<file path="src/hw/rtl/mvc_pkg.sv">
// Package: widths, register map, reset values and config type of the MV clip block.
package mvc_pkg;

    localparam int MV_IN_W   = 18;
    localparam int MV_OUT_W  = 20;
    localparam int POS_W     = 14;
    localparam int BW_W      = 8;
    localparam int PIC_W     = 15;
    localparam int CTU_W     = 8;
    localparam int BND_W     = 17;    // signed bound in whole samples
    localparam int APB_AW    = 5;
    localparam int APB_DW    = 32;

    localparam int WIN_MARGIN = 8;
    localparam int OUT_HI     = 524287;
    localparam int OUT_LO     = -524288;

    localparam logic [PIC_W-1:0] RST_PIC_WIDTH   = PIC_W'(1920);
    localparam logic [PIC_W-1:0] RST_PIC_HEIGHT  = PIC_W'(1080);
    localparam logic [CTU_W-1:0] RST_CTU_SIZE    = CTU_W'(128);
    localparam logic             RST_WRAP_ENABLE = 1'b0;
    localparam logic [PIC_W-1:0] RST_WRAP_OFFSET = '0;

    typedef enum logic [2:0] {
        REG_PIC_WIDTH   = 3'd0,
        REG_PIC_HEIGHT  = 3'd1,
        REG_CTU_SIZE    = 3'd2,
        REG_WRAP_ENABLE = 3'd3,
        REG_WRAP_OFFSET = 3'd4
    } t_reg_addr;

    typedef struct packed {
        logic [PIC_W-1:0] pic_width;
        logic [PIC_W-1:0] pic_height;
        logic [CTU_W-1:0] ctu_size;
        logic             wrap_enable;
        logic [PIC_W-1:0] wrap_offset;
    } t_cfg;

endpackage

</file>
<file path="src/hw/rtl/mvc_if.sv">
// Valid/ready word channels: block descriptor in, clipped vector out.
interface mvc_in_if;
    import mvc_pkg::*;

    logic                       valid;
    logic                       ready;
    logic signed [MV_IN_W-1:0]  in_mv_hor;
    logic signed [MV_IN_W-1:0]  in_mv_ver;
    logic        [POS_W-1:0]    pos_x;
    logic        [POS_W-1:0]    pos_y;
    logic        [BW_W-1:0]     block_width;
    logic                       subpic_as_pic;
    logic        [POS_W-1:0]    sub_left;
    logic        [POS_W-1:0]    sub_right;
    logic        [POS_W-1:0]    sub_top;
    logic        [POS_W-1:0]    sub_bottom;

    modport source (
        output valid, in_mv_hor, in_mv_ver, pos_x, pos_y, block_width,
               subpic_as_pic, sub_left, sub_right, sub_top, sub_bottom,
        input  ready
    );
    modport sink (
        input  valid, in_mv_hor, in_mv_ver, pos_x, pos_y, block_width,
               subpic_as_pic, sub_left, sub_right, sub_top, sub_bottom,
        output ready
    );
endinterface

interface mvc_out_if;
    import mvc_pkg::*;

    logic                       valid;
    logic                       ready;
    logic signed [MV_OUT_W-1:0] out_mv_hor;
    logic signed [MV_OUT_W-1:0] out_mv_ver;
    logic                       wrap_ref;

    modport source (output valid, out_mv_hor, out_mv_ver, wrap_ref, input ready);
    modport sink   (input valid, out_mv_hor, out_mv_ver, wrap_ref, output ready);
endinterface

</file>
<file path="src/hw/rtl/motion_vector_clip_wrap.sv">
// Motion vector clipper: top level with register file and three-stage clip pipeline.
//
// Clamps one motion vector per word (MV_FRAC_BITS fraction bits) so that the
// referenced block stays inside a window: the picture, or the subpicture when
// subpic_as_pic is set, reaching 7 samples plus one CTU past the low edge and
// 8 samples past the last sample. With wrap_enable set, subpictures are ignored,
// the horizontal maximum grows by ctu_size - block_width, and a horizontal
// component outside the window is shifted by wrap_offset samples toward it,
// clamped, and reported with wrap_ref = 0. Outputs are 20-bit signed and
// saturate at the ends of that range.
// Throughput is one word per clock while o_out is not stalled. There are three
// register stages (window edges, then scaling and wrap shift, then clamp into
// the output register). Each stage holds its word under back-pressure and a
// stage frees as soon as the one after it moves, so the pipeline keeps taking
// words until all three stages are full and stalled.
// Registers (APB, byte address 4*index): 0 pic_width, 1 pic_height,
// 2 ctu_size, 3 wrap_enable, 4 wrap_offset. Write them only with no word in
// flight.
module motion_vector_clip_wrap #(
    parameter int MV_FRAC_BITS = 4     // 0..6
) (
    input  logic                        i_clk,
    input  logic                        i_rst_n,
    mvc_in_if.sink                      i_in,
    mvc_out_if.source                   o_out,
    input  logic                        psel,
    input  logic                        penable,
    input  logic                        pwrite,
    input  logic [mvc_pkg::APB_AW-1:0]  paddr,
    input  logic [mvc_pkg::APB_DW-1:0]  pwdata,
    output logic [mvc_pkg::APB_DW-1:0]  prdata,
    output logic                        pready
);
    import mvc_pkg::*;

    // Working width after scaling: bounds and shifted vector plus guard bits,
    // never narrower than the output plus one so saturation sees overflow.
    localparam int CW = (BND_W + MV_FRAC_BITS + 2 > MV_OUT_W + 1)
                      ? (BND_W + MV_FRAC_BITS + 2) : (MV_OUT_W + 1);

    t_cfg w_cfg;

    // stage 1 -> 2
    logic                      w_s1_valid, w_s1_ready, w_s1_wrap;
    logic signed [MV_IN_W-1:0] w_s1_mv_hor, w_s1_mv_ver;
    logic signed [BND_W-1:0]   w_s1_hmax, w_s1_hmin, w_s1_vmax, w_s1_vmin;

    // stage 2 -> 3
    logic                      w_s2_valid, w_s2_ready, w_s2_wrap_ref;
    logic signed [CW-1:0]      w_s2_hor, w_s2_ver;
    logic signed [CW-1:0]      w_s2_hmax, w_s2_hmin, w_s2_vmax, w_s2_vmin;

    mvc_cfg u_cfg (
        .i_clk   (i_clk),
        .i_rst_n (i_rst_n),
        .psel    (psel),
        .penable (penable),
        .pwrite  (pwrite),
        .paddr   (paddr),
        .pwdata  (pwdata),
        .prdata  (prdata),
        .pready  (pready),
        .o_cfg   (w_cfg)
    );

    // window edges in whole samples
    mvc_bound u_bound (
        .i_clk           (i_clk),
        .i_rst_n         (i_rst_n),
        .i_cfg           (w_cfg),
        .i_valid         (i_in.valid),
        .o_ready         (i_in.ready),
        .i_mv_hor        (i_in.in_mv_hor),
        .i_mv_ver        (i_in.in_mv_ver),
        .i_pos_x         (i_in.pos_x),
        .i_pos_y         (i_in.pos_y),
        .i_block_width   (i_in.block_width),
        .i_subpic_as_pic (i_in.subpic_as_pic),
        .i_sub_left      (i_in.sub_left),
        .i_sub_right     (i_in.sub_right),
        .i_sub_top       (i_in.sub_top),
        .i_sub_bottom    (i_in.sub_bottom),
        .o_valid         (w_s1_valid),
        .i_ready         (w_s1_ready),
        .o_mv_hor        (w_s1_mv_hor),
        .o_mv_ver        (w_s1_mv_ver),
        .o_wrap          (w_s1_wrap),
        .o_hmax          (w_s1_hmax),
        .o_hmin          (w_s1_hmin),
        .o_vmax          (w_s1_vmax),
        .o_vmin          (w_s1_vmin)
    );

    // fractional scaling and wraparound shift
    mvc_wrap #(
        .MV_FRAC_BITS (MV_FRAC_BITS),
        .CW           (CW)
    ) u_wrap (
        .i_clk      (i_clk),
        .i_rst_n    (i_rst_n),
        .i_cfg      (w_cfg),
        .i_valid    (w_s1_valid),
        .o_ready    (w_s1_ready),
        .i_mv_hor   (w_s1_mv_hor),
        .i_mv_ver   (w_s1_mv_ver),
        .i_wrap     (w_s1_wrap),
        .i_hmax     (w_s1_hmax),
        .i_hmin     (w_s1_hmin),
        .i_vmax     (w_s1_vmax),
        .i_vmin     (w_s1_vmin),
        .o_valid    (w_s2_valid),
        .i_ready    (w_s2_ready),
        .o_hor      (w_s2_hor),
        .o_ver      (w_s2_ver),
        .o_wrap_ref (w_s2_wrap_ref),
        .o_hmax     (w_s2_hmax),
        .o_hmin     (w_s2_hmin),
        .o_vmax     (w_s2_vmax),
        .o_vmin     (w_s2_vmin)
    );

    // final clamp; its register is the output register
    mvc_clamp #(
        .CW (CW)
    ) u_clamp (
        .i_clk      (i_clk),
        .i_rst_n    (i_rst_n),
        .i_valid    (w_s2_valid),
        .o_ready    (w_s2_ready),
        .i_hor      (w_s2_hor),
        .i_ver      (w_s2_ver),
        .i_wrap_ref (w_s2_wrap_ref),
        .i_hmax     (w_s2_hmax),
        .i_hmin     (w_s2_hmin),
        .i_vmax     (w_s2_vmax),
        .i_vmin     (w_s2_vmin),
        .o_valid    (o_out.valid),
        .i_ready    (o_out.ready),
        .o_mv_hor   (o_out.out_mv_hor),
        .o_mv_ver   (o_out.out_mv_ver),
        .o_wrap_ref (o_out.wrap_ref)
    );
endmodule

</file>
<file path="src/hw/rtl/mvc_cfg.sv">
// APB register file holding the picture, CTU and wraparound settings.
module mvc_cfg (
    input  logic                        i_clk,
    input  logic                        i_rst_n,
    input  logic                        psel,
    input  logic                        penable,
    input  logic                        pwrite,
    input  logic [mvc_pkg::APB_AW-1:0]  paddr,
    input  logic [mvc_pkg::APB_DW-1:0]  pwdata,
    output logic [mvc_pkg::APB_DW-1:0]  prdata,
    output logic                        pready,
    output mvc_pkg::t_cfg               o_cfg
);
    import mvc_pkg::*;

    t_cfg      r_cfg;
    t_cfg      n_cfg;
    t_reg_addr w_addr;
    logic      w_wr;

    assign w_addr = t_reg_addr'(paddr[APB_AW-1:2]);
    assign w_wr   = psel && penable && pwrite;
    assign pready = 1'b1;
    assign o_cfg  = r_cfg;

    always_comb begin
        n_cfg = r_cfg;
        if (w_wr) begin
            unique case (w_addr)
                REG_PIC_WIDTH:   n_cfg.pic_width   = pwdata[PIC_W-1:0];
                REG_PIC_HEIGHT:  n_cfg.pic_height  = pwdata[PIC_W-1:0];
                REG_CTU_SIZE:    n_cfg.ctu_size    = pwdata[CTU_W-1:0];
                REG_WRAP_ENABLE: n_cfg.wrap_enable = pwdata[0];
                REG_WRAP_OFFSET: n_cfg.wrap_offset = pwdata[PIC_W-1:0];
                default:         n_cfg = r_cfg;
            endcase
        end
    end

    always_comb begin
        unique case (w_addr)
            REG_PIC_WIDTH:   prdata = APB_DW'(r_cfg.pic_width);
            REG_PIC_HEIGHT:  prdata = APB_DW'(r_cfg.pic_height);
            REG_CTU_SIZE:    prdata = APB_DW'(r_cfg.ctu_size);
            REG_WRAP_ENABLE: prdata = APB_DW'(r_cfg.wrap_enable);
            REG_WRAP_OFFSET: prdata = APB_DW'(r_cfg.wrap_offset);
            default:         prdata = '0;
        endcase
    end

    always_ff @(posedge i_clk) begin
        if (!i_rst_n) begin
            r_cfg.pic_width   <= RST_PIC_WIDTH;
            r_cfg.pic_height  <= RST_PIC_HEIGHT;
            r_cfg.ctu_size    <= RST_CTU_SIZE;
            r_cfg.wrap_enable <= RST_WRAP_ENABLE;
            r_cfg.wrap_offset <= RST_WRAP_OFFSET;
        end else begin
            r_cfg <= n_cfg;
        end
    end
endmodule

</file>
<file path="src/hw/rtl/mvc_bound.sv">
// Stage 1: clamp window edges in whole samples for both components.
module mvc_bound (
    input  logic                                i_clk,
    input  logic                                i_rst_n,
    input  mvc_pkg::t_cfg                       i_cfg,
    input  logic                                i_valid,
    output logic                                o_ready,
    input  logic signed [mvc_pkg::MV_IN_W-1:0]  i_mv_hor,
    input  logic signed [mvc_pkg::MV_IN_W-1:0]  i_mv_ver,
    input  logic        [mvc_pkg::POS_W-1:0]    i_pos_x,
    input  logic        [mvc_pkg::POS_W-1:0]    i_pos_y,
    input  logic        [mvc_pkg::BW_W-1:0]     i_block_width,
    input  logic                                i_subpic_as_pic,
    input  logic        [mvc_pkg::POS_W-1:0]    i_sub_left,
    input  logic        [mvc_pkg::POS_W-1:0]    i_sub_right,
    input  logic        [mvc_pkg::POS_W-1:0]    i_sub_top,
    input  logic        [mvc_pkg::POS_W-1:0]    i_sub_bottom,
    output logic                                o_valid,
    input  logic                                i_ready,
    output logic signed [mvc_pkg::MV_IN_W-1:0]  o_mv_hor,
    output logic signed [mvc_pkg::MV_IN_W-1:0]  o_mv_ver,
    output logic                                o_wrap,
    output logic signed [mvc_pkg::BND_W-1:0]    o_hmax,
    output logic signed [mvc_pkg::BND_W-1:0]    o_hmin,
    output logic signed [mvc_pkg::BND_W-1:0]    o_vmax,
    output logic signed [mvc_pkg::BND_W-1:0]    o_vmin
);
    import mvc_pkg::*;

    localparam logic signed [BND_W-1:0] MARGIN_M1 = BND_W'(WIN_MARGIN - 1);
    localparam logic signed [BND_W-1:0] ONE       = BND_W'(1);

    logic                     r_valid;
    logic signed [MV_IN_W-1:0] r_mv_hor, r_mv_ver;
    logic                     r_wrap;
    logic signed [BND_W-1:0]  r_hmax, r_hmin, r_vmax, r_vmin;

    logic                     w_adv;
    logic                     w_sub;
    logic signed [BND_W-1:0]  w_pw, w_ph, w_ctu, w_bw, w_px, w_py;
    logic signed [BND_W-1:0]  w_sl, w_sr, w_st, w_sb;
    logic signed [BND_W-1:0]  w_hi_x, w_lo_x, w_hi_y, w_lo_y;
    logic signed [BND_W-1:0]  n_hmax, n_hmin, n_vmax, n_vmin;

    assign w_adv   = !r_valid || i_ready;
    assign o_ready = w_adv;

    // subpicture bounds only count with wraparound off
    assign w_sub = i_subpic_as_pic && !i_cfg.wrap_enable;

    assign w_pw  = $signed(BND_W'(i_cfg.pic_width));
    assign w_ph  = $signed(BND_W'(i_cfg.pic_height));
    assign w_ctu = $signed(BND_W'(i_cfg.ctu_size));
    assign w_bw  = $signed(BND_W'(i_block_width));
    assign w_px  = $signed(BND_W'(i_pos_x));
    assign w_py  = $signed(BND_W'(i_pos_y));
    assign w_sl  = $signed(BND_W'(i_sub_left));
    assign w_sr  = $signed(BND_W'(i_sub_right));
    assign w_st  = $signed(BND_W'(i_sub_top));
    assign w_sb  = $signed(BND_W'(i_sub_bottom));

    always_comb begin
        if (i_cfg.wrap_enable) begin
            w_hi_x = w_pw + w_ctu - w_bw;
        end else if (w_sub) begin
            w_hi_x = w_sr + ONE;
        end else begin
            w_hi_x = w_pw;
        end
        w_lo_x = w_sub ? w_sl : '0;
        w_hi_y = w_sub ? (w_sb + ONE) : w_ph;
        w_lo_y = w_sub ? w_st : '0;
        n_hmax = w_hi_x + MARGIN_M1 - w_px;
        n_hmin = w_lo_x - w_ctu - MARGIN_M1 - w_px;
        n_vmax = w_hi_y + MARGIN_M1 - w_py;
        n_vmin = w_lo_y - w_ctu - MARGIN_M1 - w_py;
    end

    always_ff @(posedge i_clk) begin
        if (!i_rst_n) begin
            r_valid <= 1'b0;
        end else if (w_adv) begin
            r_valid <= i_valid;
        end
    end

    always_ff @(posedge i_clk) begin
        if (w_adv && i_valid) begin
            r_mv_hor <= i_mv_hor;
            r_mv_ver <= i_mv_ver;
            r_wrap   <= i_cfg.wrap_enable;
            r_hmax   <= n_hmax;
            r_hmin   <= n_hmin;
            r_vmax   <= n_vmax;
            r_vmin   <= n_vmin;
        end
    end

    assign o_valid  = r_valid;
    assign o_mv_hor = r_mv_hor;
    assign o_mv_ver = r_mv_ver;
    assign o_wrap   = r_wrap;
    assign o_hmax   = r_hmax;
    assign o_hmin   = r_hmin;
    assign o_vmax   = r_vmax;
    assign o_vmin   = r_vmin;
endmodule

</file>
<file path="src/hw/rtl/mvc_wrap.sv">
// Stage 2: scale bounds to fractional units and apply the wraparound shift.
module mvc_wrap #(
    parameter int MV_FRAC_BITS = 4,
    parameter int CW           = 25
) (
    input  logic                                i_clk,
    input  logic                                i_rst_n,
    input  mvc_pkg::t_cfg                       i_cfg,
    input  logic                                i_valid,
    output logic                                o_ready,
    input  logic signed [mvc_pkg::MV_IN_W-1:0]  i_mv_hor,
    input  logic signed [mvc_pkg::MV_IN_W-1:0]  i_mv_ver,
    input  logic                                i_wrap,
    input  logic signed [mvc_pkg::BND_W-1:0]    i_hmax,
    input  logic signed [mvc_pkg::BND_W-1:0]    i_hmin,
    input  logic signed [mvc_pkg::BND_W-1:0]    i_vmax,
    input  logic signed [mvc_pkg::BND_W-1:0]    i_vmin,
    output logic                                o_valid,
    input  logic                                i_ready,
    output logic signed [CW-1:0]                o_hor,
    output logic signed [CW-1:0]                o_ver,
    output logic                                o_wrap_ref,
    output logic signed [CW-1:0]                o_hmax,
    output logic signed [CW-1:0]                o_hmin,
    output logic signed [CW-1:0]                o_vmax,
    output logic signed [CW-1:0]                o_vmin
);
    import mvc_pkg::*;

    logic                 r_valid;
    logic signed [CW-1:0] r_hor, r_ver, r_hmax, r_hmin, r_vmax, r_vmin;
    logic                 r_wrap_ref;

    logic                 w_adv;
    logic signed [CW-1:0] w_mvh, w_off, w_hmax, w_hmin, w_vmax, w_vmin;
    logic                 w_above, w_below;
    logic signed [CW-1:0] n_hor;
    logic                 n_wrap_ref;

    assign w_adv   = !r_valid || i_ready;
    assign o_ready = w_adv;

    assign w_mvh  = CW'(i_mv_hor);
    assign w_off  = $signed(CW'(i_cfg.wrap_offset)) <<< MV_FRAC_BITS;
    assign w_hmax = CW'(i_hmax) <<< MV_FRAC_BITS;
    assign w_hmin = CW'(i_hmin) <<< MV_FRAC_BITS;
    assign w_vmax = CW'(i_vmax) <<< MV_FRAC_BITS;
    assign w_vmin = CW'(i_vmin) <<< MV_FRAC_BITS;

    assign w_above = w_mvh > w_hmax;
    assign w_below = w_mvh < w_hmin;

    // Shifting back up after a downward wrap only ever lands on max again,
    // so the clamp in the next stage covers both orders of the two tests.
    always_comb begin
        priority if (i_wrap && w_above) begin
            n_hor = w_mvh - w_off;
        end else if (i_wrap && w_below) begin
            n_hor = w_mvh + w_off;
        end else begin
            n_hor = w_mvh;
        end
        n_wrap_ref = !(i_wrap && (w_above || w_below));
    end

    always_ff @(posedge i_clk) begin
        if (!i_rst_n) begin
            r_valid <= 1'b0;
        end else if (w_adv) begin
            r_valid <= i_valid;
        end
    end

    always_ff @(posedge i_clk) begin
        if (w_adv && i_valid) begin
            r_hor      <= n_hor;
            r_ver      <= CW'(i_mv_ver);
            r_wrap_ref <= n_wrap_ref;
            r_hmax     <= w_hmax;
            r_hmin     <= w_hmin;
            r_vmax     <= w_vmax;
            r_vmin     <= w_vmin;
        end
    end

    assign o_valid    = r_valid;
    assign o_hor      = r_hor;
    assign o_ver      = r_ver;
    assign o_wrap_ref = r_wrap_ref;
    assign o_hmax     = r_hmax;
    assign o_hmin     = r_hmin;
    assign o_vmax     = r_vmax;
    assign o_vmin     = r_vmin;
endmodule

</file>
<file path="src/hw/rtl/mvc_clamp.sv">
// Stage 3: clamp both components into the window and saturate to the output width.
module mvc_clamp #(
    parameter int CW = 25
) (
    input  logic                                 i_clk,
    input  logic                                 i_rst_n,
    input  logic                                 i_valid,
    output logic                                 o_ready,
    input  logic signed [CW-1:0]                 i_hor,
    input  logic signed [CW-1:0]                 i_ver,
    input  logic                                 i_wrap_ref,
    input  logic signed [CW-1:0]                 i_hmax,
    input  logic signed [CW-1:0]                 i_hmin,
    input  logic signed [CW-1:0]                 i_vmax,
    input  logic signed [CW-1:0]                 i_vmin,
    output logic                                 o_valid,
    input  logic                                 i_ready,
    output logic signed [mvc_pkg::MV_OUT_W-1:0]  o_mv_hor,
    output logic signed [mvc_pkg::MV_OUT_W-1:0]  o_mv_ver,
    output logic                                 o_wrap_ref
);
    import mvc_pkg::*;

    localparam logic signed [CW-1:0] SAT_HI = CW'(OUT_HI);
    localparam logic signed [CW-1:0] SAT_LO = CW'(OUT_LO);

    function automatic logic signed [MV_OUT_W-1:0] clip_sat(
        input logic signed [CW-1:0] v,
        input logic signed [CW-1:0] lo,
        input logic signed [CW-1:0] hi
    );
        logic signed [CW-1:0] t;
        t = (v < lo) ? lo : v;
        t = (t > hi) ? hi : t;     // max wins when the window is empty
        if (t > SAT_HI) begin
            t = SAT_HI;
        end else if (t < SAT_LO) begin
            t = SAT_LO;
        end
        return t[MV_OUT_W-1:0];
    endfunction

    logic                       r_valid;
    logic signed [MV_OUT_W-1:0] r_mv_hor, r_mv_ver;
    logic                       r_wrap_ref;
    logic                       w_adv;

    assign w_adv   = !r_valid || i_ready;
    assign o_ready = w_adv;

    always_ff @(posedge i_clk) begin
        if (!i_rst_n) begin
            r_valid <= 1'b0;
        end else if (w_adv) begin
            r_valid <= i_valid;
        end
    end

    always_ff @(posedge i_clk) begin
        if (w_adv && i_valid) begin
            r_mv_hor   <= clip_sat(i_hor, i_hmin, i_hmax);
            r_mv_ver   <= clip_sat(i_ver, i_vmin, i_vmax);
            r_wrap_ref <= i_wrap_ref;
        end
    end

    assign o_valid    = r_valid;
    assign o_mv_hor   = r_mv_hor;
    assign o_mv_ver   = r_mv_ver;
    assign o_wrap_ref = r_wrap_ref;
endmodule

</file>
<file path="src/flat_wrapper.sv">
// flat-port wrapper written by rule: the top's interface ports become plain ports
module motion_vector_clip_wrap_flat import mvc_pkg::*;
#(
    parameter int MV_FRAC_BITS = 4            
)
  (i_clk, i_rst_n, psel, penable, pwrite, paddr, pwdata, prdata, pready, i_in_valid, i_in_in_mv_hor, i_in_in_mv_ver, i_in_pos_x, i_in_pos_y, i_in_block_width, i_in_subpic_as_pic, i_in_sub_left, i_in_sub_right, i_in_sub_top, i_in_sub_bottom, i_in_ready, o_out_valid, o_out_out_mv_hor, o_out_out_mv_ver, o_out_wrap_ref, o_out_ready);
  mvc_in_if i_in_i ();
  mvc_out_if o_out_i ();
  input  logic i_clk;
  input  logic i_rst_n;
  input  logic psel;
  input  logic penable;
  input  logic pwrite;
  input  logic [mvc_pkg::APB_AW-1:0] paddr;
  input  logic [mvc_pkg::APB_DW-1:0] pwdata;
  output logic [mvc_pkg::APB_DW-1:0] prdata;
  output logic pready;
  input wire logic [$bits(i_in_i.valid)-1:0] i_in_valid;
  input wire logic [$bits(i_in_i.in_mv_hor)-1:0] i_in_in_mv_hor;
  input wire logic [$bits(i_in_i.in_mv_ver)-1:0] i_in_in_mv_ver;
  input wire logic [$bits(i_in_i.pos_x)-1:0] i_in_pos_x;
  input wire logic [$bits(i_in_i.pos_y)-1:0] i_in_pos_y;
  input wire logic [$bits(i_in_i.block_width)-1:0] i_in_block_width;
  input wire logic [$bits(i_in_i.subpic_as_pic)-1:0] i_in_subpic_as_pic;
  input wire logic [$bits(i_in_i.sub_left)-1:0] i_in_sub_left;
  input wire logic [$bits(i_in_i.sub_right)-1:0] i_in_sub_right;
  input wire logic [$bits(i_in_i.sub_top)-1:0] i_in_sub_top;
  input wire logic [$bits(i_in_i.sub_bottom)-1:0] i_in_sub_bottom;
  output wire logic [$bits(i_in_i.ready)-1:0] i_in_ready;
  output wire logic [$bits(o_out_i.valid)-1:0] o_out_valid;
  output wire logic [$bits(o_out_i.out_mv_hor)-1:0] o_out_out_mv_hor;
  output wire logic [$bits(o_out_i.out_mv_ver)-1:0] o_out_out_mv_ver;
  output wire logic [$bits(o_out_i.wrap_ref)-1:0] o_out_wrap_ref;
  input wire logic [$bits(o_out_i.ready)-1:0] o_out_ready;
  assign i_in_i.valid = i_in_valid;
  assign i_in_i.in_mv_hor = i_in_in_mv_hor;
  assign i_in_i.in_mv_ver = i_in_in_mv_ver;
  assign i_in_i.pos_x = i_in_pos_x;
  assign i_in_i.pos_y = i_in_pos_y;
  assign i_in_i.block_width = i_in_block_width;
  assign i_in_i.subpic_as_pic = i_in_subpic_as_pic;
  assign i_in_i.sub_left = i_in_sub_left;
  assign i_in_i.sub_right = i_in_sub_right;
  assign i_in_i.sub_top = i_in_sub_top;
  assign i_in_i.sub_bottom = i_in_sub_bottom;
  assign i_in_ready = i_in_i.ready;
  assign o_out_valid = o_out_i.valid;
  assign o_out_out_mv_hor = o_out_i.out_mv_hor;
  assign o_out_out_mv_ver = o_out_i.out_mv_ver;
  assign o_out_wrap_ref = o_out_i.wrap_ref;
  assign o_out_i.ready = o_out_ready;
  motion_vector_clip_wrap #(.MV_FRAC_BITS(MV_FRAC_BITS)) u_core (.i_clk(i_clk), .i_rst_n(i_rst_n), .i_in(i_in_i), .o_out(o_out_i), .psel(psel), .penable(penable), .pwrite(pwrite), .paddr(paddr), .pwdata(pwdata), .prdata(prdata), .pready(pready));
endmodule
</file>
<file path="config.mk">
export PLATFORM = sky130hd
export DESIGN_NAME = motion_vector_clip_wrap_flat
export DESIGN_NICKNAME = d
export VERILOG_FILES = /design/src/hw/rtl/mvc_pkg.sv /design/src/hw/rtl/mvc_if.sv /design/src/hw/rtl/motion_vector_clip_wrap.sv /design/src/hw/rtl/mvc_cfg.sv /design/src/hw/rtl/mvc_bound.sv /design/src/hw/rtl/mvc_wrap.sv /design/src/hw/rtl/mvc_clamp.sv /design/src/flat_wrapper.sv
export SDC_FILE = /design/constraint.sdc
export NUM_CORES = 1
export LEC_CHECK = 0
export BUFFER_PORTS_ARGS = -buffer_cell sky130_fd_sc_hd__buf_2
export CAP_MARGIN = 20
export CORE_MARGIN = 3
export CORE_UTILIZATION = 30
export DETAILED_ROUTE_END_ITERATION = 10
export PLACE_DENSITY_LB_ADDON = 0.05
export RECOVER_POWER = 100
export SYNTH_ARGS = -nofsm -noshare
export SYNTH_HDL_FRONTEND = slang
export SYNTH_SLANG_ARGS = --single-unit
</file>
<file path="constraint.sdc">
create_clock -name i_clk -period 31.3 [get_ports i_clk]
set_input_delay 6.26 -clock i_clk [delete_from_list [all_inputs] [get_ports i_clk]]
set_output_delay 6.26 -clock i_clk [all_outputs]
set_load 0.02 [all_outputs]
</file>
Word-level counts from Yosys, hierarchy flattened --
Cells that the tools add are included.
Operators by class: $mul 0, reduce and logical (&&, ||, !) cells 24, $add $sub $neg 16, mux-type cells 14, order comparisons 10, equality and inequality tests 4, divide/modulo/power cells 0, bitwise gates (word level) 0, shifts and indexed selects 0
Operator list (count):
- $mux 23 | 6
- $pmux 15 s5 | 1
- $gt 23x20->1 const B | 2
- $gt 23x21->1 | 2
- $lt 23x20->1 const B | 2
- $lt 18x21->1 | 2
- $mux 20 | 2
- $sub 16x15->17 | 2
- $sub 15x4->16 const B | 2
- $add 14x1->15 const B | 2
- $mux 15 | 2
- $sub 14x8->15 | 2
- $mux 14 | 2
- $lt 23x21->1 | 1
- $add 18x20->21 | 1
- $gt 18x21->1 | 1
- $sub 18x20->21 | 1
- $add 17x4->17 const B | 1
- $mux 17 | 1
- $sub 16x14->17 | 1
- $sub 16x8->17 | 1
- $sub 17x15->17 | 1
- $add 15x3->16 const B | 1
- $add 15x8->16 | 1
- 8 further kinds | 28
Storage, ports and cells: output and inout port bits 76, input port bits 173, register bits after elaboration 313, memories kept 0, memory bits (read-only) 0, bits in latches 0, logic and storage cells 93, bits in writable memories 0

Logic depth before layout (Yosys ltp) --
Gate-level depths: netlist of run 1.
depth in word-level cells 6, mapped depth 25, mapped depth without buffers 23

Hierarchy --
A second synthesis of run 1 with hierarchy kept.
Second synthesis, totals: cell total of the unflattened synthesis 2420, area total of the unflattened synthesis 23294.8 sq um
Modules (own cells, without submodules):
- mvc_bound | instances 1, cells an instance 1008, seq. area each 3173.0 sq um, area an instance 9405.3 sq um
- mvc_wrap | instances 1, cells an instance 533, seq. area each 3263.1 sq um, area an instance 6142.1 sq um
- mvc_clamp | instances 1, cells an instance 585, seq. area each 1251.2 sq um, area an instance 5032.3 sq um
- mvc_cfg | instances 1, cells an instance 294, seq. area each 1081.0 sq um, area an instance 2715.1 sq um

Least setup slack after synthesis of run 1 --
No wires, ideal clock.
path kind input to register, from input port o_out_ready, to register u_core.u_wrap.r_hmax[10] (netlist: u_core.u_wrap.o_hmax[10]) (enable), data arrival time 14169 ps, cell stages on the path 2, setup slack 16391 ps, required time 30560 ps, library setup time 740 ps, buffers on the path 0, cells stage by stage nor2b_1 -> a21boi_0
On the way: longest elaborated chain between the ends 3
RTL lines:
- start, declared | line flat_wrapper.sv:34 | input wire logic [$bits(o_out_i.ready)-1:0] o_out_ready;
- $logic_or 1x1->1 | line mvc_clamp.sv:48 | assign w_adv = !r_valid || i_ready;
- $logic_or 1x1->1 | line mvc_wrap.sv:40 | assign w_adv = !r_valid || i_ready;
- $logic_and 1x1->1 | line mvc_wrap.sv:75 | if (w_adv && i_valid) begin
- end signal, assigned | line mvc_wrap.sv:79 | r_hmax <= w_hmax;
- end, declared | line mvc_wrap.sv:31 | logic signed [CW-1:0] r_hor, r_ver, r_hmax, r_hmin, r_vmax, r_vmin;
No other way between the ends. A chain may end at the register's enable or synchronous reset.

Final worst setup path of run 1 --
from input port paddr[2] in the netlist's numbering, to output port prdata[6] in the netlist's numbering
On the way: longest elaborated chain between the ends 2, elaborated cells on any way between the ends 6, those cells by class eq/ne (4); mux (1); reduce/logical (1)
RTL lines:
- start, declared | line flat_wrapper.sv:14 | input logic [mvc_pkg::APB_AW-1:0] paddr;
- $eq 3x3->1, or another cell as far along | line mvc_cfg.sv:41 | unique case (w_addr)
- $pmux 15 s5 (*) | line mvc_cfg.sv:41
- end, declared | line flat_wrapper.sv:16 | output logic [mvc_pkg::APB_DW-1:0] prdata;
Mark *: on every way between the ends. The rest lies on a longest branch, timed or not.

==> impl_results.html, run 1 <==
<table>
<tr><th>Metric</th><th>Value</th></tr>
<tr><th colspan="2">Detailed routing</th></tr>
<tr><td>Routed wirelength normalized by instance count</td><td>19.9 um</td></tr>
<tr><td>Final ANT Viol Nets</td><td>0</td></tr>
<tr><td>Drt pass-1 iters</td><td>5</td></tr>
<tr><td>Initial DRC Count</td><td>slightly above 900</td></tr>
<tr><td>Final wirelength</td><td>69300 um</td></tr>
<tr><td>Mean number of vias per cell</td><td>between 4 and 5</td></tr>
<tr><td>DRC violation count after routing</td><td>0</td></tr>
<tr><td>Via total after detailed routing</td><td>16839</td></tr>
<tr><th colspan="2">Logic synthesis</th></tr>
<tr><td>Number of instances in the synthesized netlist</td><td>2273</td></tr>
<tr><td>Yosys synthesis warning count</td><td>0</td></tr>
<tr><td>Ranking of synthesized cells by instance count</td><td>315 x sky130_fd_sc_hd__inv_1, 283 x sky130_fd_sc_hd__ha_1, 254 x sky130_fd_sc_hd__edfxtp_1</td></tr>
<tr><td>Synth Register Bits</td><td>311</td></tr>
<tr><td>Prevailing post-synth register cell</td><td>sky130_fd_sc_hd__edfxtp_1</td></tr>
<tr><td>Asr flop ratio synth</td><td>0</td></tr>
<tr><td>Leading cell type by number of instances after synthesis</td><td>sky130_fd_sc_hd__inv_1</td></tr>
<tr><td>Synthesized area per cell</td><td>9.78 sq um</td></tr>
<tr><td>Post-synth design cell area</td><td>22200 sq um</td></tr>
<tr><td>Largest cells by area after synthesis</td><td>sky130_fd_sc_hd__edfxtp_1 34%, sky130_fd_sc_hd__ha_1 16%, sky130_fd_sc_hd__inv_1 5.3%</td></tr>
<tr><td>Number of enable flip-flop cells after synthesis</td><td>254</td></tr>
<tr><td>Count of different cell masters after synthesis</td><td>80</td></tr>
<tr><td>Cell taking the most area after synthesis</td><td>sky130_fd_sc_hd__edfxtp_1</td></tr>
<tr><td>Share of Yosys cell area claimed by the top area cell type</td><td>0.343</td></tr>
<tr><td>Proportion of synthesized chip area in sequential cells</td><td>0.394</td></tr>
<tr><th colspan="2">Cells and area</th></tr>
<tr><td>Fraction of final layout cells with drive strength greater than 1</td><td>0.106</td></tr>
<tr><td>Total non-filler cell area in the finished layout</td><td>25400 sq um</td></tr>
<tr><td>Final core area utilization</td><td>0.348</td></tr>
<tr><td>Area added between synthesis and finish</td><td>14.4%</td></tr>
<tr><td>Count of nets after finishing</td><td>2953</td></tr>
<tr><td>Non-filler cells in the finished layout</td><td>3473</td></tr>
<tr><th colspan="2">Clocking</th></tr>
<tr><td>Number of buffers between clock root and the deepest sink</td><td>3</td></tr>
<tr><td>Worst skew pair latency</td><td>~0.59 ns</td></tr>
<tr><td>Num CTS Buffers</td><td>40</td></tr>
<tr><td>TritonCTS clock tree</td><td>done</td></tr>
<tr><td>Clock-pin slew reported for the worst setup and hold paths after clock tree synthesis</td><td>roughly 0.060 ns</td></tr>
<tr><td>H-tree depth</td><td>2</td></tr>
<tr><td>CTS-repair resized insts</td><td>0</td></tr>
<tr><td>Library cell used as clock root buffer</td><td>sky130_fd_sc_hd__clkbuf_16</td></tr>
<tr><td>Sinks on the clock net</td><td>311</td></tr>
<tr><td>Number of buffers inserted to repair setup after CTS</td><td>0</td></tr>
<tr><td>Hold bufs inserted after CTS</td><td>0</td></tr>
<tr><th colspan="2">Floorplan</th></tr>
<tr><td>Die height</td><td>~280 um</td></tr>
<tr><td>Row count</td><td>99</td></tr>
<tr><td>Total die area</td><td>between 70000 and 80000 sq um</td></tr>
<tr><td>Effective utilization at floorplan</td><td>0.304</td></tr>
<tr><td>Die width</td><td>278 um</td></tr>
<tr><td>Area of the core</td><td>between 70000 and 80000 sq um</td></tr>
<tr><td>I/O pin cnt</td><td>~250</td></tr>
<tr><th colspan="2">Min path</th></tr>
<tr><td>Hold Path Depth</td><td>0</td></tr>
<tr><td>Hold Path Origin</td><td>u_core.u_bound.o_vmin[4]</td></tr>
<tr><td>Type of the tightest min-delay check</td><td>flop to flop</td></tr>
<tr><td>Min-Delay Endpoint</td><td>u_core.u_wrap.o_vmin[8]</td></tr>
<tr><th colspan="2">STA</th></tr>
<tr><td>Transition at the pin with the smallest max-transition slack</td><td>3.97 ns</td></tr>
<tr><td>Final critical-path setup slack</td><td>~17 ns</td></tr>
<tr><td>Highest attainable clock frequency</td><td>69.3 MHz</td></tr>
<tr><td>Count of endpoints failing hold in the final timing report</td><td>0</td></tr>
<tr><td>RSZ-0062 raised after global routing</td><td>false</td></tr>
<tr><td>Clock Skews</td><td>0.0407 ns</td></tr>
<tr><td>WHS</td><td>0.404 ns</td></tr>
<tr><td>Post-route fraction of the period consumed by the critical path</td><td>0.461</td></tr>
<tr><td>Total setup violations reported at the end of the flow</td><td>0</td></tr>
<tr><td>Final-layout setup total negative slack</td><td>0 ns</td></tr>
<tr><td>Worst slew margin relative to its limit</td><td>-1.64</td></tr>
<tr><td>Final critical delay including setup and external delays</td><td>roughly 14 ns</td></tr>
<tr><td>Max-slew violation total from the final report</td><td>442</td></tr>
<tr><th colspan="2">GRT</th></tr>
<tr><td>Gr ovfl total</td><td>0</td></tr>
<tr><td>First-pass GRT wire length</td><td>105000 um</td></tr>
<tr><td>Grt met3 use</td><td>0.0268</td></tr>
<tr><td>Most used routing layer in global routing</td><td>met2</td></tr>
<tr><td>M1 GR Usage</td><td>0.260</td></tr>
<tr><td>Number of global-route vias before repair</td><td>around 17000</td></tr>
<tr><td>Initial antenna violation count</td><td>2</td></tr>
<tr><td>Largest net degree at the start of global routing</td><td>slightly above 70</td></tr>
<tr><td>GRT Util Overall</td><td>0.177</td></tr>
<tr><td>Met2 usage in global routing</td><td>0.275</td></tr>
<tr><th colspan="2">Placement</th></tr>
<tr><td>Area after detailed placement</td><td>24300 sq um</td></tr>
<tr><td>Placed insts</td><td>3397</td></tr>
<tr><td>Final RePlAce weighted congestion</td><td>approximately 0.86</td></tr>
<tr><td>IO Port Bufs</td><td>around 210</td></tr>
<tr><td>Post-Place Setup Slack</td><td>17.28 ns</td></tr>
<tr><td>DP Wirelength</td><td>55700 um</td></tr>
<tr><th colspan="2">Setup path</th></tr>
<tr><td>Endpoint kind of the worst setup timing path</td><td>primary output</td></tr>
<tr><td>Required time at the endpoint of the critical path</td><td>25.04 ns</td></tr>
<tr><td>Critical setup path kind</td><td>input port to primary output</td></tr>
<tr><td>Startpoint type of the worst setup path</td><td>input port</td></tr>
<tr><td>Reg2reg start</td><td>u_core.u_cfg.o_cfg[15]</td></tr>
<tr><td>Endpoint arrival time on the critical path</td><td>about 8.2 ns</td></tr>
<tr><td>Max FO, Critical Path</td><td>23</td></tr>
<tr><td>Setup slack of the most critical reg-to-reg path</td><td>around 24 ns</td></tr>
<tr><td>Worst-case reg-to-reg path depth</td><td>24</td></tr>
<tr><td>Worst flop-to-flop path endpoint</td><td>u_core.u_bound.o_hmin[14]</td></tr>
<tr><th colspan="2">Power and ir drop</th></tr>
<tr><td>Post-layout power</td><td>1.35 mW</td></tr>
<tr><td>Static Leak</td><td>between 10 and 15 nW</td></tr>
<tr><td>Areal power density over the cells</td><td>53.2 nW/um^2</td></tr>
<tr><td>Worst vdd ir</td><td>0.0348 mV</td></tr>
<tr><th colspan="2">Outcome</th></tr>
<tr><td>Result of the run</td><td>finished, violations left</td></tr>
<tr><td>Violated checks</td><td>max-capacitance violations, max-slew violations</td></tr>
<tr><th colspan="2">Job</th></tr>
<tr><td># Max-Cap Violations</td><td>10</td></tr>
</table>
==> sequential cells by signal (all words and copies together), names as in the netlist, 18 cells and up <==
register                 cells
u_core.u_wrap.o_ver         18
u_core.u_clamp.o_mv_ver     20
u_core.u_wrap.o_hor         21
u_core.u_bound.o_mv_hor     18
u_core.u_bound.o_mv_ver     18
u_core.u_cfg.o_cfg          54
u_core.u_clamp.o_mv_hor     20
==> worst max path at each step <==
stage	from	endpoint	slack (ns)	cells past startpoint
3_5_place_dp	paddr[3]	prdata[0]	17.28	5
2_1_floorplan	o_out_ready	u_core.u_wrap.o_hmax[10]	16.39	2
4_1_cts	paddr[3]	prdata[0]	17.26	5
6_report	paddr[2]	prdata[6]	16.87	5
5_1_grt	paddr[2]	prdata[1]	16.68	5
3_3_place_gp	paddr[3]	prdata[5]	17.27	5
==> cells in the final DEF, fill, tap and decap left out, types with 56 or more instances in the layout <==
master / n
sky130_fd_sc_hd__o21ai_0: 120
sky130_fd_sc_hd__dfxtp_1: 57
sky130_fd_sc_hd__inv_1: 315
sky130_fd_sc_hd__ha_1: 283
sky130_fd_sc_hd__clkbuf_1: 94
sky130_fd_sc_hd__a21oi_1: 120
sky130_fd_sc_hd__nand3_1: 56
sky130_fd_sc_hd__nor2_1: 121
sky130_fd_sc_hd__nand2_1: 178
sky130_fd_sc_hd__xnor2_1: 65
sky130_fd_sc_hd__buf_2: 132
sky130_fd_sc_hd__edfxtp_1: 254
==> metal layers <==
layer | vias up | share of wire
met5 | - | 0
met4 | 0 | 0.021
met3 | 69 | 0.040
met2 | 338 | 0.43
met1 | 7949 | 0.51
li1 | 8483 | -
==> area by class of cell <==
cell class	instances	area, sq um
Timing Repair Buffer	227	1040
Clock inverter	28	262
Tap cell	959	1200
Inverter	315	1180
Sequential cell	311	8770
Multi-Input combinational cell	1586	12000
Fill cell	7510	47800
Clock buffer	46	1030
Antenna cell	1	2.50
==> logic make-up after synthesis <==
group                    Yosys count  share of synthesized area
AND/OR/NAND/NOR                  558                      0.121
flip-flops                       311                      0.394
AO/OA/AOI/OAI                    512                      0.152
adder cells (fa/ha/maj)          316                      0.182
buffers and inverters            392                     0.0708
XOR/XNOR                          91                     0.0358
other                              2                   0.000338
multiplexers                      91                     0.0436
==> critical path, cell delays in order <==
cell,delay (ns)
sky130_fd_sc_hd__clkbuf_1,0.71
sky130_fd_sc_hd__nor3b_1,0.66
sky130_fd_sc_hd__nand2_1,0.11
sky130_fd_sc_hd__o21ai_0,0.14
sky130_fd_sc_hd__clkbuf_1,0.29
==> where the power goes <==
| group | leakage (nW) | switching (mW) | internal (mW) |
|---|---|---|---|
| logic | 7.29 | 0.214 | 0.148 |
| registers | 2.87 | 0.0282 | 0.511 |
| clock network | 0.618 | 0.195 | 0.258 |
Note: power is estimated with default switching activity, not from simulation.
==> run 2, diff against run 1 <==
==> constraint.sdc (replaced) <==
create_clock -name i_clk -period 12.7 [get_ports i_clk]
set_input_delay 2.54 -clock i_clk [delete_from_list [all_inputs] [get_ports i_clk]]
set_output_delay 2.54 -clock i_clk [all_outputs]
set_load 0.02 [all_outputs]
==> run 2 against run 1 <==
The flow still finishes with violations (max-capacitance violations, max-slew violations). Die area stayed put. Cell count is 0.20% lower. Setup slack worse by 13 ns. Non-clock buffer count stayed put. Register-to-register slack worse by 18 ns. Clock power is 140% higher. Cell area is 0.12% lower. Count of clock-buffer cells in the layout is 2 higher. Highest routed layer is now met5.
==> impl_results.html, run 2 (same netlist as run 1, synthesis figures left out) <==
<table>
<tr><th>Metric</th><th>Value</th></tr>
<tr><th colspan="2">Detailed routing</th></tr>
<tr><td>Final ANT Viol Nets</td><td>0 (unchanged)</td></tr>
<tr><td>Routed wirelength normalized by instance count</td><td>19.6 um (was 19.9 um)</td></tr>
<tr><td>Drt pass-1 iters</td><td>5 (unchanged)</td></tr>
<tr><td>Final wirelength</td><td>67900 um (was 69300 um)</td></tr>
<tr><td>DRC violation count after routing</td><td>0 (unchanged)</td></tr>
<tr><td>Via total after detailed routing</td><td>16751 (was 16839)</td></tr>
<tr><td>Mean number of vias per cell</td><td>4.83 (was 4.85)</td></tr>
<tr><td>Initial DRC Count</td><td>913 (was 922)</td></tr>
<tr><th colspan="2">Min path</th></tr>
<tr><td>Type of the tightest min-delay check</td><td>flop to flop (unchanged)</td></tr>
<tr><td>Min-Delay Endpoint</td><td>u_core.u_wrap.o_vmax[12] (was u_core.u_wrap.o_vmin[8])</td></tr>
<tr><td>Hold Path Depth</td><td>0 (unchanged)</td></tr>
<tr><td>Hold Path Origin</td><td>u_core.u_bound.o_vmax[8] (was u_core.u_bound.o_vmin[4])</td></tr>
<tr><th colspan="2">STA</th></tr>
<tr><td>Final critical delay including setup and external delays</td><td>9.23 ns</td></tr>
<tr><td>Transition at the pin with the smallest max-transition slack</td><td>3.81 ns (was 3.97 ns)</td></tr>
<tr><td>Post-route fraction of the period consumed by the critical path</td><td>0.727</td></tr>
<tr><td>Worst slew margin relative to its limit</td><td>-1.54 (was -1.64)</td></tr>
<tr><td>Clock Skews</td><td>0.0215 ns (was 0.0407 ns)</td></tr>
<tr><td>Count of endpoints failing hold in the final timing report</td><td>0 (unchanged)</td></tr>
<tr><td>Final-layout setup total negative slack</td><td>0 ns (unchanged)</td></tr>
<tr><td>RSZ-0062 raised after global routing</td><td>false (unchanged)</td></tr>
<tr><td>Max-slew violation total from the final report</td><td>408 (was 442)</td></tr>
<tr><td>Total setup violations reported at the end of the flow</td><td>0 (unchanged)</td></tr>
<tr><td>Highest attainable clock frequency</td><td>108 MHz</td></tr>
<tr><th colspan="2">GRT</th></tr>
<tr><td>Number of global-route vias before repair</td><td>16909 (was 16996)</td></tr>
<tr><td>First-pass GRT wire length</td><td>102000 um (was 105000 um)</td></tr>
<tr><td>Gr ovfl total</td><td>0 (unchanged)</td></tr>
<tr><td>Largest net degree at the start of global routing</td><td>70 (was 72)</td></tr>
<tr><td>Most used routing layer in global routing</td><td>met2 (unchanged)</td></tr>
<tr><td>GRT Util Overall</td><td>0.173 (was 0.177)</td></tr>
<tr><td>Met2 usage in global routing</td><td>0.271 (was 0.275)</td></tr>
<tr><td>M1 GR Usage</td><td>0.251 (was 0.260)</td></tr>
<tr><td>Initial antenna violation count</td><td>1 (was 2)</td></tr>
<tr><td>Grt met3 use</td><td>0.0252 (was 0.0268)</td></tr>
<tr><th colspan="2">Setup path</th></tr>
<tr><td>Endpoint kind of the worst setup timing path</td><td>flop (was primary output)</td></tr>
<tr><td>Max FO, Critical Path</td><td>36 (was 23)</td></tr>
<tr><td>Startpoint type of the worst setup path</td><td>input port (unchanged)</td></tr>
<tr><td>Worst-case reg-to-reg path depth</td><td>24 (unchanged)</td></tr>
<tr><td>Required time at the endpoint of the critical path</td><td>13.01 ns (was 25.04 ns)</td></tr>
<tr><td>Critical path, cell by cell</td><td>clkbuf_1 -&gt; nor2b_2 -&gt; clkbuf_1 -&gt; and2_0 -&gt; ha_1 -&gt; nor2b_1 -&gt; o21ai_0 -&gt; a21oi_1 -&gt; o21ai_0 -&gt; a21oi_1 -&gt; o21ai_0 -&gt; a21boi_0 -&gt; o311ai_0 -&gt; o31a_1 -&gt; ha_1 -&gt; inv_1 -&gt; ha_1 -&gt; and2_0 -&gt; a31oi_1 -&gt; o31ai_1 -&gt; o41a_1 -&gt; a21o_1 -&gt; a21o_1 -&gt; xnor2_1 (was clkbuf_1 -&gt; nor3b_1 -&gt; nand2_1 -&gt; o21ai_0 -&gt; clkbuf_1)</td></tr>
<tr><td>Reg2reg start</td><td>u_core.u_cfg.o_cfg[15] (unchanged)</td></tr>
<tr><td>Worst flop-to-flop path endpoint</td><td>u_core.u_bound.o_hmin[14] (unchanged)</td></tr>
<tr><td>Endpoint arrival time on the critical path</td><td>9.55 ns (was 8.17 ns)</td></tr>
<tr><td>Worst stage delay on the critical path</td><td>1.18 ns (was 0.71 ns)</td></tr>
<tr><td>Slowest cell on crit path</td><td>sky130_fd_sc_hd__clkbuf_1 (unchanged)</td></tr>
<tr><td>Critical setup path kind</td><td>input port to flop (was input port to primary output)</td></tr>
<tr><td>Setup slack of the most critical reg-to-reg path</td><td>5.38 ns (was 23.86 ns)</td></tr>
<tr><th colspan="2">Cells and area</th></tr>
<tr><td>Fraction of final layout cells with drive strength greater than 1</td><td>0.103 (was 0.106)</td></tr>
<tr><td>Area added between synthesis and finish</td><td>14.3% (was 14.4%)</td></tr>
<tr><td>Most common library cell in the layout ignoring fill and taps</td><td>sky130_fd_sc_hd__inv_1 (unchanged)</td></tr>
<tr><td>Number of flip-flops in the largest register</td><td>54 (unchanged)</td></tr>
<tr><td>Final core area utilization</td><td>0.347 (was 0.348)</td></tr>
<tr><td>Most frequent cells in the layout</td><td>315 x sky130_fd_sc_hd__inv_1, 283 x sky130_fd_sc_hd__ha_1, 254 x sky130_fd_sc_hd__edfxtp_1 (unchanged)</td></tr>
<tr><td>Total inserted antenna cells</td><td>0 (was 1)</td></tr>
<tr><td>Count of nets after finishing</td><td>2953 (unchanged)</td></tr>
<tr><td>Non-filler cells in the finished layout</td><td>3466 (was 3473)</td></tr>
<tr><th colspan="2">Clocking</th></tr>
<tr><td>Sinks on the clock net</td><td>311 (unchanged)</td></tr>
<tr><td>Number of buffers inserted to repair setup after CTS</td><td>0 (unchanged)</td></tr>
<tr><td>CTS-repair resized insts</td><td>0 (unchanged)</td></tr>
<tr><td>TritonCTS clock tree</td><td>done (unchanged)</td></tr>
<tr><td>Num CTS Buffers</td><td>40 (unchanged)</td></tr>
<tr><td>H-tree depth</td><td>2 (unchanged)</td></tr>
<tr><td>Library cell used as clock root buffer</td><td>sky130_fd_sc_hd__clkbuf_16 (unchanged)</td></tr>
<tr><td>Clock-pin slew reported for the worst setup and hold paths after clock tree synthesis</td><td>0.06 ns (about the same)</td></tr>
<tr><td>Hold bufs inserted after CTS</td><td>0 (unchanged)</td></tr>
<tr><td>Number of buffers between clock root and the deepest sink</td><td>3 (unchanged)</td></tr>
<tr><td>Worst skew pair latency</td><td>0.58 ns (was 0.59 ns)</td></tr>
<tr><th colspan="2">Placement</th></tr>
<tr><td>Final RePlAce weighted congestion</td><td>0.869 (was 0.858)</td></tr>
<tr><td>IO Port Bufs</td><td>211 (unchanged)</td></tr>
<tr><td>DP Wirelength</td><td>55000 um (was 55700 um)</td></tr>
<tr><td>Placed insts</td><td>3396 (was 3397)</td></tr>
<tr><th colspan="2">Floorplan</th></tr>
<tr><td>Effective utilization at floorplan</td><td>0.304 (unchanged)</td></tr>
<tr><td>Die height</td><td>278 um (unchanged)</td></tr>
<tr><td>Total die area</td><td>77400 sq um (unchanged)</td></tr>
<tr><td>Row count</td><td>99 (unchanged)</td></tr>
<tr><td>Die width</td><td>278 um (unchanged)</td></tr>
<tr><td>I/O pin cnt</td><td>249 (unchanged)</td></tr>
<tr><td>Area of the core</td><td>73200 sq um (unchanged)</td></tr>
<tr><th colspan="2">Power and ir drop</th></tr>
<tr><td>Areal power density over the cells</td><td>131 nW/um^2 (was 53.2 nW/um^2)</td></tr>
<tr><td>Static Leak</td><td>10.8 nW (about the same)</td></tr>
<tr><td>Post-layout power</td><td>3.32 mW (was 1.35 mW)</td></tr>
<tr><td>Worst vdd ir</td><td>0.0814 mV (was 0.0348 mV)</td></tr>
<tr><th colspan="2">Job</th></tr>
<tr><td># Max-Cap Violations</td><td>10 (unchanged)</td></tr>
<tr><th colspan="2">Outcome</th></tr>
<tr><td>Result of the run</td><td>finished, violations left (unchanged)</td></tr>
<tr><td>Violated checks</td><td>max-capacitance violations, max-slew violations (unchanged)</td></tr>
</table>
[run 2: cell types whose count changed in the layout (fill, tap and decap cells not counted), sizes merged]
| cell | change |
|---|---|
| buf | +4 |
| clkbuf | -2 |
| clkinvlp | -4 |
| diode | -1 |
| bufinv | +1 |
| clkinv | -5 |
[run 2: through the flow]
step           setup slack [ns]  instance area (sq um)  hold WS, ns
3_5_place_dp               4.33                  24300        0.405
5_1_grt                    2.87                  25400        0.421
6_report                   3.47                  25400        0.415
3_3_place_gp               4.47                  24300        0.403
2_1_floorplan              1.51                  22300        0.400
4_1_cts                    4.93                  25600        0.418
[run 2: worst max-delay path, delay by kind of cell]
kind            cells  cell delay [ns]
compound gates     13             2.92
xor+xnor            1             0.12
fa+ha+maj           3             0.77
buf+inv             3             2.19
simple gates        4             0.96
[run 2: layout make-up]
class / count / area [sq um]
clock inverter: 20 / 233
tap: 959 / 1200
fill: 7602 / 47800
sequential: 311 / 8770
inverter: 315 / 1180
clock buffer: 48 / 1030
multi-input combinational: 1586 / 12000
timing repair buffer: 227 / 1040
[run 2: worst max-delay path by stage]
stage,cells past startpoint,start,endpoint
final,24,i_in_subpic_as_pic,u_core.u_bound.o_hmin[14]
after global routing,24,i_in_subpic_as_pic,u_core.u_bound.o_hmin[14]
after CTS,24,i_in_subpic_as_pic,u_core.u_bound.o_hmin[14]
after detailed placement,24,i_in_subpic_as_pic,u_core.u_bound.o_hmin[14]
after global placement,24,i_in_subpic_as_pic,u_core.u_bound.o_hmin[14]
after floorplan,2,o_out_ready,u_core.u_wrap.o_hmax[10]
[run 2: where the power goes]
part | leakage, nW | total, mW | switching [mW] | internal [mW]
clock network | 0.610 | 1.11 | 0.464 | 0.647
logic | 7.29 | 0.883 | 0.519 | 0.364
registers | 2.87 | 1.33 | 0.0714 | 1.26
[run 2: layer usage]
layer | vias up | wire (um) | part of all wire
met1 | 7893 | 34600 | 0.51
met5 | - | 13 | 0.00019
li1 | 8463 | - | -
met2 | 317 | 29400 | 0.43
met4 | 2 | 1330 | 0.020
met3 | 76 | 2600 | 0.038
